--- src/rtl/core/vgmnes_pkg.sv ---
// Shared types and constants for the VGM command stream parser (NES APU).
// No dependencies; imported by every module of the block.
package vgmnes_pkg;

    // VGM command bytes
    localparam logic [7:0] CMD_WAIT16   = 8'h61;
    localparam logic [7:0] CMD_WAIT_NTSC = 8'h62;
    localparam logic [7:0] CMD_WAIT_PAL  = 8'h63;
    localparam logic [7:0] CMD_END      = 8'h66;
    localparam logic [7:0] CMD_BLOCK    = 8'h67;
    localparam logic [7:0] CMD_APU      = 8'hB4;
    localparam logic [7:0] BLOCK_MARKER = 8'h66;

    localparam logic [15:0] WAIT_NTSC_SAMPLES = 16'd735;
    localparam logic [15:0] WAIT_PAL_SAMPLES  = 16'd882;

    // RAM-write block type range
    localparam logic [7:0] BTYPE_RAM_LO = 8'hC0;
    localparam logic [7:0] BTYPE_RAM_HI = 8'hDF;

    localparam logic [7:0] APU_REG_SWEEP_ALIAS = 8'h3F;
    localparam logic [7:0] APU_ALIAS_TARGET    = 8'h23;
    localparam logic [7:0] APU_PAGE            = 8'h40;

    // Configuration register byte addresses
    localparam logic [2:0] ADDR_EMIT_PAYLOAD = 3'd0;
    localparam int         CFG_ADDR_W        = 3;

    typedef enum logic [3:0] {
        KIND_WAIT        = 4'd0,
        KIND_DONE        = 4'd1,
        KIND_APU_WRITE   = 4'd2,
        KIND_BLOCK_START = 4'd3,
        KIND_BLOCK_BYTE  = 4'd4,
        KIND_BAD_REG     = 4'd5,
        KIND_UNSUP_BLOCK = 4'd6,
        KIND_BAD_MARKER  = 4'd7,
        KIND_UNSUP_CMD   = 4'd8
    } kind_t;

    typedef struct packed {
        kind_t       kind;
        logic [15:0] wait_samples;
        logic [15:0] reg_address;
        logic [7:0]  reg_value;
        logic [15:0] block_address;
        logic [31:0] block_length;
        logic [7:0]  payload_byte;
        logic        last_byte;
        logic [31:0] sample_position;
    } result_t;

endpackage

--- src/rtl/core/vgmnes_parse.sv ---
// Command decoder and parser state for the VGM stream parser.
// Uses vgmnes_pkg; one byte is consumed per accepted transfer.
module vgmnes_parse
    import vgmnes_pkg::*;
(
    input  logic        clk,
    input  logic        rst_n,
    input  logic        accept,
    input  logic [7:0]  stream_byte,
    input  logic        restart,
    input  logic        emit_payload,
    output logic        res_valid,
    output result_t     res
);

    typedef enum logic [3:0] {
        PH_CMD,
        PH_WAIT16,
        PH_APU_REG,
        PH_APU_VAL,
        PH_MARKER,
        PH_BTYPE,
        PH_BLEN,
        PH_BADDR,
        PH_PAYLOAD,
        PH_SKIP
    } phase_t;

    phase_t      phase_reg, phase_next;
    logic [1:0]  gather_reg, gather_next;
    logic [7:0]  btype_reg, btype_next;
    logic [23:0] operand_reg, operand_next;
    logic [7:0]  addr_lo_reg, addr_lo_next;
    logic [15:0] ram_addr_reg, ram_addr_next;
    logic [31:0] bytes_left_reg, bytes_left_next;
    logic [31:0] samples_reg, samples_next;
    logic        halted_reg, halted_next;

    logic [15:0] wait_n;
    logic        do_wait;
    logic [7:0]  apu_low;
    logic        apu_ok;
    logic [31:0] full_len;
    logic [31:0] pay_len;
    logic        last;

    // register byte mapping onto the APU page
    always_comb
    begin
        apu_ok  = 1'b1;
        apu_low = operand_reg[7:0];
        if (operand_reg[7]) begin
            apu_ok = 1'b0;
        end
        else if (operand_reg[7:0] == APU_REG_SWEEP_ALIAS) begin
            apu_low = APU_ALIAS_TARGET;
        end
        else if (operand_reg[7:5] == 3'b001) begin
            apu_low = operand_reg[7:0] + 8'h60;
        end
    end

    assign full_len = {stream_byte, operand_reg};
    assign pay_len  = (bytes_left_reg >= 32'd2) ? bytes_left_reg - 32'd2 : 32'd0;
    assign last     = (bytes_left_reg <= 32'd1);

    always_comb
    begin
        phase_next      = phase_reg;
        gather_next     = gather_reg;
        btype_next      = btype_reg;
        operand_next    = operand_reg;
        addr_lo_next    = addr_lo_reg;
        ram_addr_next   = ram_addr_reg;
        bytes_left_next = bytes_left_reg;
        halted_next     = halted_reg;
        wait_n          = '0;
        do_wait         = 1'b0;
        res_valid       = 1'b0;
        res             = '0;
        res.sample_position = samples_reg;

        if (accept) begin
            if (restart) begin
                phase_next   = PH_CMD;
                gather_next  = '0;
                operand_next = '0;
                halted_next  = 1'b0;
            end
            else if (!halted_reg) begin
                case (phase_reg)
                    PH_CMD:
                    begin
                        gather_next  = '0;
                        operand_next = '0;
                        if (stream_byte == CMD_WAIT16) begin
                            phase_next = PH_WAIT16;
                        end
                        else if (stream_byte == CMD_WAIT_NTSC) begin
                            do_wait = 1'b1;
                            wait_n  = WAIT_NTSC_SAMPLES;
                        end
                        else if (stream_byte == CMD_WAIT_PAL) begin
                            do_wait = 1'b1;
                            wait_n  = WAIT_PAL_SAMPLES;
                        end
                        else if (stream_byte[7:4] == 4'h7) begin
                            do_wait = 1'b1;
                            wait_n  = {12'd0, stream_byte[3:0]} + 16'd1;
                        end
                        else if (stream_byte == CMD_END) begin
                            res_valid   = 1'b1;
                            res.kind    = KIND_DONE;
                            halted_next = 1'b1;
                        end
                        else if (stream_byte == CMD_BLOCK) begin
                            phase_next = PH_MARKER;
                        end
                        else if (stream_byte == CMD_APU) begin
                            phase_next = PH_APU_REG;
                        end
                        else begin
                            res_valid   = 1'b1;
                            res.kind    = KIND_UNSUP_CMD;
                            halted_next = 1'b1;
                        end
                    end
                    PH_WAIT16:
                    begin
                        gather_next = gather_reg + 2'd1;
                        if (gather_reg == 2'd0) begin
                            operand_next[7:0] = stream_byte;
                        end
                        else begin
                            phase_next = PH_CMD;
                            do_wait    = 1'b1;
                            wait_n     = {stream_byte, operand_reg[7:0]};
                        end
                    end
                    PH_APU_REG:
                    begin
                        operand_next = {16'd0, stream_byte};
                        phase_next   = PH_APU_VAL;
                    end
                    PH_APU_VAL:
                    begin
                        phase_next    = PH_CMD;
                        res_valid     = 1'b1;
                        res.reg_value = stream_byte;
                        if (apu_ok) begin
                            res.kind        = KIND_APU_WRITE;
                            res.reg_address = {APU_PAGE, apu_low};
                        end
                        else begin
                            res.kind = KIND_BAD_REG;
                        end
                    end
                    PH_MARKER:
                    begin
                        if (stream_byte != BLOCK_MARKER) begin
                            res_valid   = 1'b1;
                            res.kind    = KIND_BAD_MARKER;
                            halted_next = 1'b1;
                            phase_next  = PH_CMD;
                        end
                        else begin
                            phase_next = PH_BTYPE;
                        end
                    end
                    PH_BTYPE:
                    begin
                        btype_next   = stream_byte;
                        gather_next  = '0;
                        operand_next = '0;
                        phase_next   = PH_BLEN;
                    end
                    PH_BLEN:
                    begin
                        gather_next = gather_reg + 2'd1;
                        case (gather_reg)
                            2'd0: operand_next[7:0]   = stream_byte;
                            2'd1: operand_next[15:8]  = stream_byte;
                            2'd2: operand_next[23:16] = stream_byte;
                            default:
                            begin
                                bytes_left_next = full_len;
                                if (btype_reg >= BTYPE_RAM_LO && btype_reg <= BTYPE_RAM_HI)
                                begin
                                    ram_addr_next = '0;
                                    phase_next    = PH_BADDR;
                                end
                                else begin
                                    res_valid        = 1'b1;
                                    res.kind         = KIND_UNSUP_BLOCK;
                                    res.block_length = full_len;
                                    phase_next = (full_len != 32'd0) ? PH_SKIP : PH_CMD;
                                end
                            end
                        endcase
                    end
                    PH_BADDR:
                    begin
                        gather_next = gather_reg + 2'd1;
                        if (gather_reg == 2'd0) begin
                            addr_lo_next = stream_byte;
                        end
                        else begin
                            ram_addr_next     = {stream_byte, addr_lo_reg};
                            bytes_left_next   = pay_len;
                            res_valid         = 1'b1;
                            res.kind          = KIND_BLOCK_START;
                            res.block_address = {stream_byte, addr_lo_reg};
                            res.block_length  = pay_len;
                            phase_next = (pay_len != 32'd0) ? PH_PAYLOAD : PH_CMD;
                        end
                    end
                    PH_PAYLOAD:
                    begin
                        bytes_left_next = last ? 32'd0 : bytes_left_reg - 32'd1;
                        if (last) begin
                            phase_next = PH_CMD;
                        end
                        if (emit_payload) begin
                            res_valid         = 1'b1;
                            res.kind          = KIND_BLOCK_BYTE;
                            res.block_address = ram_addr_reg;
                            res.payload_byte  = stream_byte;
                            res.last_byte     = last;
                        end
                    end
                    PH_SKIP:
                    begin
                        bytes_left_next = last ? 32'd0 : bytes_left_reg - 32'd1;
                        if (last) begin
                            phase_next = PH_CMD;
                        end
                    end
                    default:
                    begin
                        phase_next = PH_CMD;
                    end
                endcase
            end
        end

        if (do_wait) begin
            res_valid        = 1'b1;
            res.kind         = KIND_WAIT;
            res.wait_samples = wait_n;
        end
    end

    always_comb
    begin
        samples_next = samples_reg;
        if (accept && restart) begin
            samples_next = '0;
        end
        else if (do_wait) begin
            samples_next = samples_reg + {16'd0, wait_n};
        end
    end

    always_ff @(posedge clk or negedge rst_n)
    begin
        if (!rst_n) begin
            phase_reg      <= PH_CMD;
            gather_reg     <= '0;
            btype_reg      <= '0;
            operand_reg    <= '0;
            addr_lo_reg    <= '0;
            ram_addr_reg   <= '0;
            bytes_left_reg <= '0;
            samples_reg    <= '0;
            halted_reg     <= 1'b0;
        end
        else begin
            phase_reg      <= phase_next;
            gather_reg     <= gather_next;
            btype_reg      <= btype_next;
            operand_reg    <= operand_next;
            addr_lo_reg    <= addr_lo_next;
            ram_addr_reg   <= ram_addr_next;
            bytes_left_reg <= bytes_left_next;
            samples_reg    <= samples_next;
            halted_reg     <= halted_next;
        end
    end

    // payload and skip phases always have bytes outstanding
    a_count_live: assert property (@(posedge clk) disable iff (!rst_n)
        (phase_reg == PH_PAYLOAD || phase_reg == PH_SKIP) |-> bytes_left_reg != 32'd0)
        else $error("payload phase with zero bytes left");

    a_halt_silent: assert property (@(posedge clk) disable iff (!rst_n)
        (halted_reg && !restart) |-> !res_valid)
        else $error("result produced while halted");

    a_done_halts: assert property (@(posedge clk) disable iff (!rst_n)
        (res_valid && (res.kind == KIND_DONE || res.kind == KIND_UNSUP_CMD
            || res.kind == KIND_BAD_MARKER)) |=> halted_reg)
        else $error("terminal result did not halt parser");

endmodule

--- src/rtl/core/vgmnes_out_reg.sv ---
// Result register for the VGM stream parser output channel.
// Uses vgmnes_pkg result_t; holds one result until the sink takes it.
module vgmnes_out_reg
    import vgmnes_pkg::*;
(
    input  logic    clk,
    input  logic    rst_n,
    input  logic    load,
    input  result_t load_res,
    input  logic    out_stall,
    output logic    out_valid,
    output result_t out_data
);

    logic    valid_reg, valid_next;
    result_t data_reg;

    always_comb
    begin
        valid_next = valid_reg;
        if (load) begin
            valid_next = 1'b1;
        end
        else if (valid_reg && !out_stall) begin
            valid_next = 1'b0;
        end
    end

    always_ff @(posedge clk or negedge rst_n)
    begin
        if (!rst_n) begin
            valid_reg <= 1'b0;
        end
        else begin
            valid_reg <= valid_next;
        end
    end

    always_ff @(posedge clk)
    begin
        if (load) begin
            data_reg <= load_res;
        end
    end

    assign out_valid = valid_reg;
    assign out_data  = data_reg;

endmodule

--- src/rtl/core/vgm_nes_command_parser.sv ---
// Top level of the VGM command stream parser for the NES APU.
// Uses vgmnes_pkg, vgmnes_parse and vgmnes_out_reg.
//
//  channel   | signals                                   | direction
//  ----------+-------------------------------------------+----------
//  input     | in_valid, in_stall, stream_byte, restart   | sink
//  output    | out_valid, out_stall, kind .. sample_pos.  | source
//  config    | psel, penable, pwrite, paddr, pwdata, ...  | APB slave
//
// One byte per cycle: each byte is decoded in the cycle it is taken and its
// result, if any, lands in the output register on that edge.
// A byte is taken whenever the output register is empty or is being drained.
// Reset puts the parser at command start with a zero sample count and
// emit_payload set. A stalled result holds the input side until it moves.
module vgm_nes_command_parser
    import vgmnes_pkg::*;
(
    input  logic                  clk,
    input  logic                  rst_n,
    input  logic                  psel,
    input  logic                  penable,
    input  logic                  pwrite,
    input  logic [CFG_ADDR_W-1:0] paddr,
    input  logic [31:0]           pwdata,
    output logic [31:0]           prdata,
    output logic                  pready,
    input  logic                  in_valid,
    output logic                  in_stall,
    input  logic [7:0]            stream_byte,
    input  logic                  restart,
    output logic                  out_valid,
    input  logic                  out_stall,
    output logic [3:0]            kind,
    output logic [15:0]           wait_samples,
    output logic [15:0]           reg_address,
    output logic [7:0]            reg_value,
    output logic [15:0]           block_address,
    output logic [31:0]           block_length,
    output logic [7:0]            payload_byte,
    output logic                  last_byte,
    output logic [31:0]           sample_position
);

    logic    emit_reg;
    logic    accept;
    logic    res_valid;
    result_t res;
    result_t out_data;
    logic    sel_emit;

    assign pready   = 1'b1;
    assign sel_emit = (paddr[CFG_ADDR_W-1] == ADDR_EMIT_PAYLOAD[CFG_ADDR_W-1]);

    always_ff @(posedge clk or negedge rst_n)
    begin
        if (!rst_n) begin
            emit_reg <= 1'b1;
        end
        else if (psel && penable && pwrite && sel_emit) begin
            emit_reg <= pwdata[0];
        end
    end

    assign prdata = sel_emit ? {31'd0, emit_reg} : 32'd0;

    assign in_stall = out_valid && out_stall;
    assign accept   = in_valid && !in_stall;

    vgmnes_parse u_parse (
        .clk          (clk),
        .rst_n        (rst_n),
        .accept       (accept),
        .stream_byte  (stream_byte),
        .restart      (restart),
        .emit_payload (emit_reg),
        .res_valid    (res_valid),
        .res          (res)
    );

    vgmnes_out_reg u_out (
        .clk       (clk),
        .rst_n     (rst_n),
        .load      (res_valid),
        .load_res  (res),
        .out_stall (out_stall),
        .out_valid (out_valid),
        .out_data  (out_data)
    );

    assign kind            = out_data.kind;
    assign wait_samples    = out_data.wait_samples;
    assign reg_address     = out_data.reg_address;
    assign reg_value       = out_data.reg_value;
    assign block_address   = out_data.block_address;
    assign block_length    = out_data.block_length;
    assign payload_byte    = out_data.payload_byte;
    assign last_byte       = out_data.last_byte;
    assign sample_position = out_data.sample_position;

endmodule

--- config.mk ---
export PLATFORM = sky130hd
export DESIGN_NAME = vgm_nes_command_parser
export DESIGN_NICKNAME = d
export VERILOG_FILES = /design/src/rtl/core/vgmnes_pkg.sv /design/src/rtl/core/vgmnes_parse.sv /design/src/rtl/core/vgmnes_out_reg.sv /design/src/rtl/core/vgm_nes_command_parser.sv
export SDC_FILE = /design/constraint.sdc
export NUM_CORES = 1
export LEC_CHECK = 0
export ABC_AREA = 1
export BUFFER_PORTS_ARGS = -buffer_cell sky130_fd_sc_hd__buf_4
export CAP_MARGIN = 0
export CORE_UTILIZATION = 34
export DETAILED_ROUTE_END_ITERATION = 10
export RECOVER_POWER = 100
export SKIP_CTS_REPAIR_TIMING = 1
export SLEW_MARGIN = 15
export SYNTH_ARGS = -nofsm -noshare
export SYNTH_HDL_FRONTEND = slang
export SYNTH_HIERARCHICAL = 1
export SYNTH_SLANG_ARGS = --single-unit
--- constraint.sdc ---
create_clock -name clk -period 13.3 [get_ports clk]
set_clock_uncertainty 0.15 [all_clocks]
set_input_delay 1.33 -clock clk [delete_from_list [all_inputs] [get_ports clk]]
set_output_delay 1.33 -clock clk [all_outputs]
set_load 0.02 [all_outputs]
==> summary.txt <==
STA
  – Slew Viols, Final: 356
  – Sum Neg Setup Slack: 0 ns
  – Setup violators final: 0
  – Final worst path period need: 8.075 ns
  – Fin Hold WS: 0.3274 ns
  – Max Clk Rate: 123.8 MHz
  – Crit share post-route: 0.6071
  – RSZ-0062 raised after global routing: no
  – Final hold vios: 0
  – Worst Tran Pin Value: 3.878 ns
  – Headroom to the max-slew limit: -1.585

Worst setup path
  – Max FO, Critical Path: 79
  – WP data arrival: 8.12 ns
  – Worst path slowest cell: clkbuf_1
  – Worst EP required: 13.35 ns
  – Critical path buffer and inverter count: 7
  – Crit path max-delay family: buffers and inverters
  – CP Class: flip-flop to flip-flop
  – Max incr delay on CP: 2.22 ns
  – R2R setup slack: 5.23 ns
  – CP most frequent cell: inv_1
  – Crit path capture type: flip-flop
  – CP startpoint kind: flip-flop
  – Critical path, cell by cell: inv_1 > nor2_1 > inv_1 > nor2_1 > clkbuf_1 > inv_1 > nor2_1 > inv_1 > nand3_1 > o211ai_1 > o21ai_4 > clkbuf_1 > buf_4

Synthesis
  – Post-Synth XOR/XNOR Area: 0.01806
  – Asr flop ratio synth: 0.4825
  – Synth warn: 6
  – Synth top cells by count: 386 x nand2_1, 224 x nor2_1, 187 x inv_1
  – Main synth FF type: edfxtp_1
  – Yosys top cell area share: 0.2746
  – Post-synthesis mux area share: 0.007741
  – Post-synthesis sequential area ratio: 0.4880
  – Post-synth EDFFs: 133
  – Simple-Gate Fraction of Synth Area: 0.2399
  – Mapped Cells: 1764
  – Synth cell types: 60
  – Netlist Area Pre-Place: 0.01455 sq mm
  – Most common cell in the netlist: nand2_1
  – Synth Area in Adders: 0.02804
  – Synth Area per Inst: 8.246 sq um
  – #FFs+latches synth: 257
  – Largest family of logic cells by synthesized area: simple AND/OR/NAND/NOR gates
  – Top cells by area, synth: edfxtp_1 27%, dfrtp_1 21%, nand2_1 10%
  – Post-synth top area cell: edfxtp_1
  – Compound-cell area share of the yosys netlist: 0.1282

Final layout
  – Max reg flops: 133
  – Final nets: 1985
  – FF+latch area: 0.007098 sq mm
  – Area occupied by multi-input gates: 0.006255 sq mm
  – Post-synthesis to final-layout area growth: 12.76%
  – Post-Layout Cell Count: 2464
  – Fillers: 4461
  – Antenna fix cells: 0
  – Share of cells above drive strength 1: 0.06130
  – Finished Core Util: 0.3902

Routing
  – Pre-antenna DRT Iters: 5
  – Routed wire length: 48590 um
  – Initial DRC Count: 1294
  – Wire per inst: 19.72 um
  – Post-route ant nets: 0
  – Via Count: 13036
  – DR DRC count: 0
  – Vias per inst: 5.291

Outcome
  – Status: complete, but fails checks
  – Failing checks: capacitance limit, slew limit

Placement
  – Detail Placement HPWL: 34670 um
  – Gp weighted congestion: 0.9206
  – I/O Buffers: 153
  – DP Cell Count: 2410

Clock network
  – Worst skew pair latency: 0.59 ns
  – CTS Buf Count: 29
  – CTS sink count: 257
  – Clock tree buffer depth: 3
  – H-tree Lvls: 1
  – Clk root buf: clkbuf_16
  – Clock transition at path regs: 0.06 ns
  – CTS tree: built

GRT
  – Tot GR Track Use: 0.2222
  – Largest net degree at the start of global routing: 80
  – Vias in the first global route: 12426
  – First-pass GRT wire length: 75110 um
  – Gr ovfl total: 0
  – Antenna violations before repair: 1

Power
  – Total Power: 2775 uW
  – Power density over the cells: 169.2 mW/mm^2
  – Max VDD drop: 110.6 uV
  – Static Leak: 0.006681 uW

Floorplan
  – Rows: 75
  – Core area: 0.04204 sq mm
  – Initial Util: 0.3460
  – IO Pins: 219
  – Die Y: 208.8 um
  – Die area: 0.04361 sq mm
  – Die W: 208.8 um

Flow run
  – # Max-Cap Violations: 8

Worst hold path
  – Hold WC Path Type: flip-flop to flip-flop
## power by group
group          total [uW]  switching, uW  internal [uW]
clock                 795            350            445
combinational         951            716            235
sequential           1030           79.1            950
## cell usage in the layout, fill, tap and decap left out, types with 36 or more instances in the layout
| master | n |
|---|---|
| nand3_1 | 80 |
| a21oi_1 | 115 |
| nand2_1 | 387 |
| o21ai_0 | 130 |
| dfrtp_1 | 123 |
| edfxtp_1 | 133 |
| inv_1 | 189 |
| nor2_1 | 228 |
| conb_1 | 39 |
| nor3_1 | 36 |
| clkbuf_1 | 150 |
## area by class of cell
type	instances	area share
inverters	200	0.04600
clock buffers	41	0.05133
multi-input cells	1251	0.3813
clock inverters	13	0.005873
repair buffers	163	0.04165
well taps	539	0.04111
flip-flops and latches	257	0.4327
## metal layers
layer,track usage,share of wire,vias up,wire length (um)
met5,0,0,-,0
met2,0.3333,0.43,532,20920
met4,0.05832,0.020,0,960
li1,-,-,6124,-
met3,0.02600,0.076,61,3684
met1,0.3364,0.47,6319,23020
## through the flow
stage	setup WS (ns)	cell area (sq um)
global route	4.612	16400
global placement	6.886	16060
CTS	7.464	17000
floorplan	0.5257	14680
finish	5.225	16400
detailed placement	6.865	16060
## cells by family (layout without fill, tap and decap cells)
| family | after synthesis | count (layout) |
|---|---|---|
| adders and majority gates | 32 | 32 |
| xor gates and xnor gates | 30 | 30 |
| buffers and inverters | 292 | 417 |
| AOI/OAI and AO/OA | 332 | 332 |
| DFF | 257 | 257 |
| other | 3 | 39 |
| and+or+nand+nor | 808 | 808 |
| muxes | 10 | 10 |
## worst reg2reg max path, delay by kind of cell (launching register included)
kind	cells	cell delay, ns
AOI/OAI and AO/OA	2	0.25
buffers and inverters	7	6.03
DFF	1	0.40
and+or+nand+nor	4	0.78
## worst paths after layout
check / start / to / cells past startpoint
min in group asynchronous: rst_n / u_parse/bytes_left_reg[11] / 1
max in group asynchronous: rst_n / u_parse/addr_lo_reg[4] / 2
min reg2reg: u_parse/samples_reg[24] / u_out/out_data[24] / 0
min: u_parse/samples_reg[24] / u_out/out_data[24] / 0
max reg2reg: u_parse/phase_reg[2] / u_out/out_data[2] / 13
max: u_parse/phase_reg[2] / u_out/out_data[2] / 13
Power figures use the tool's default switching activity.
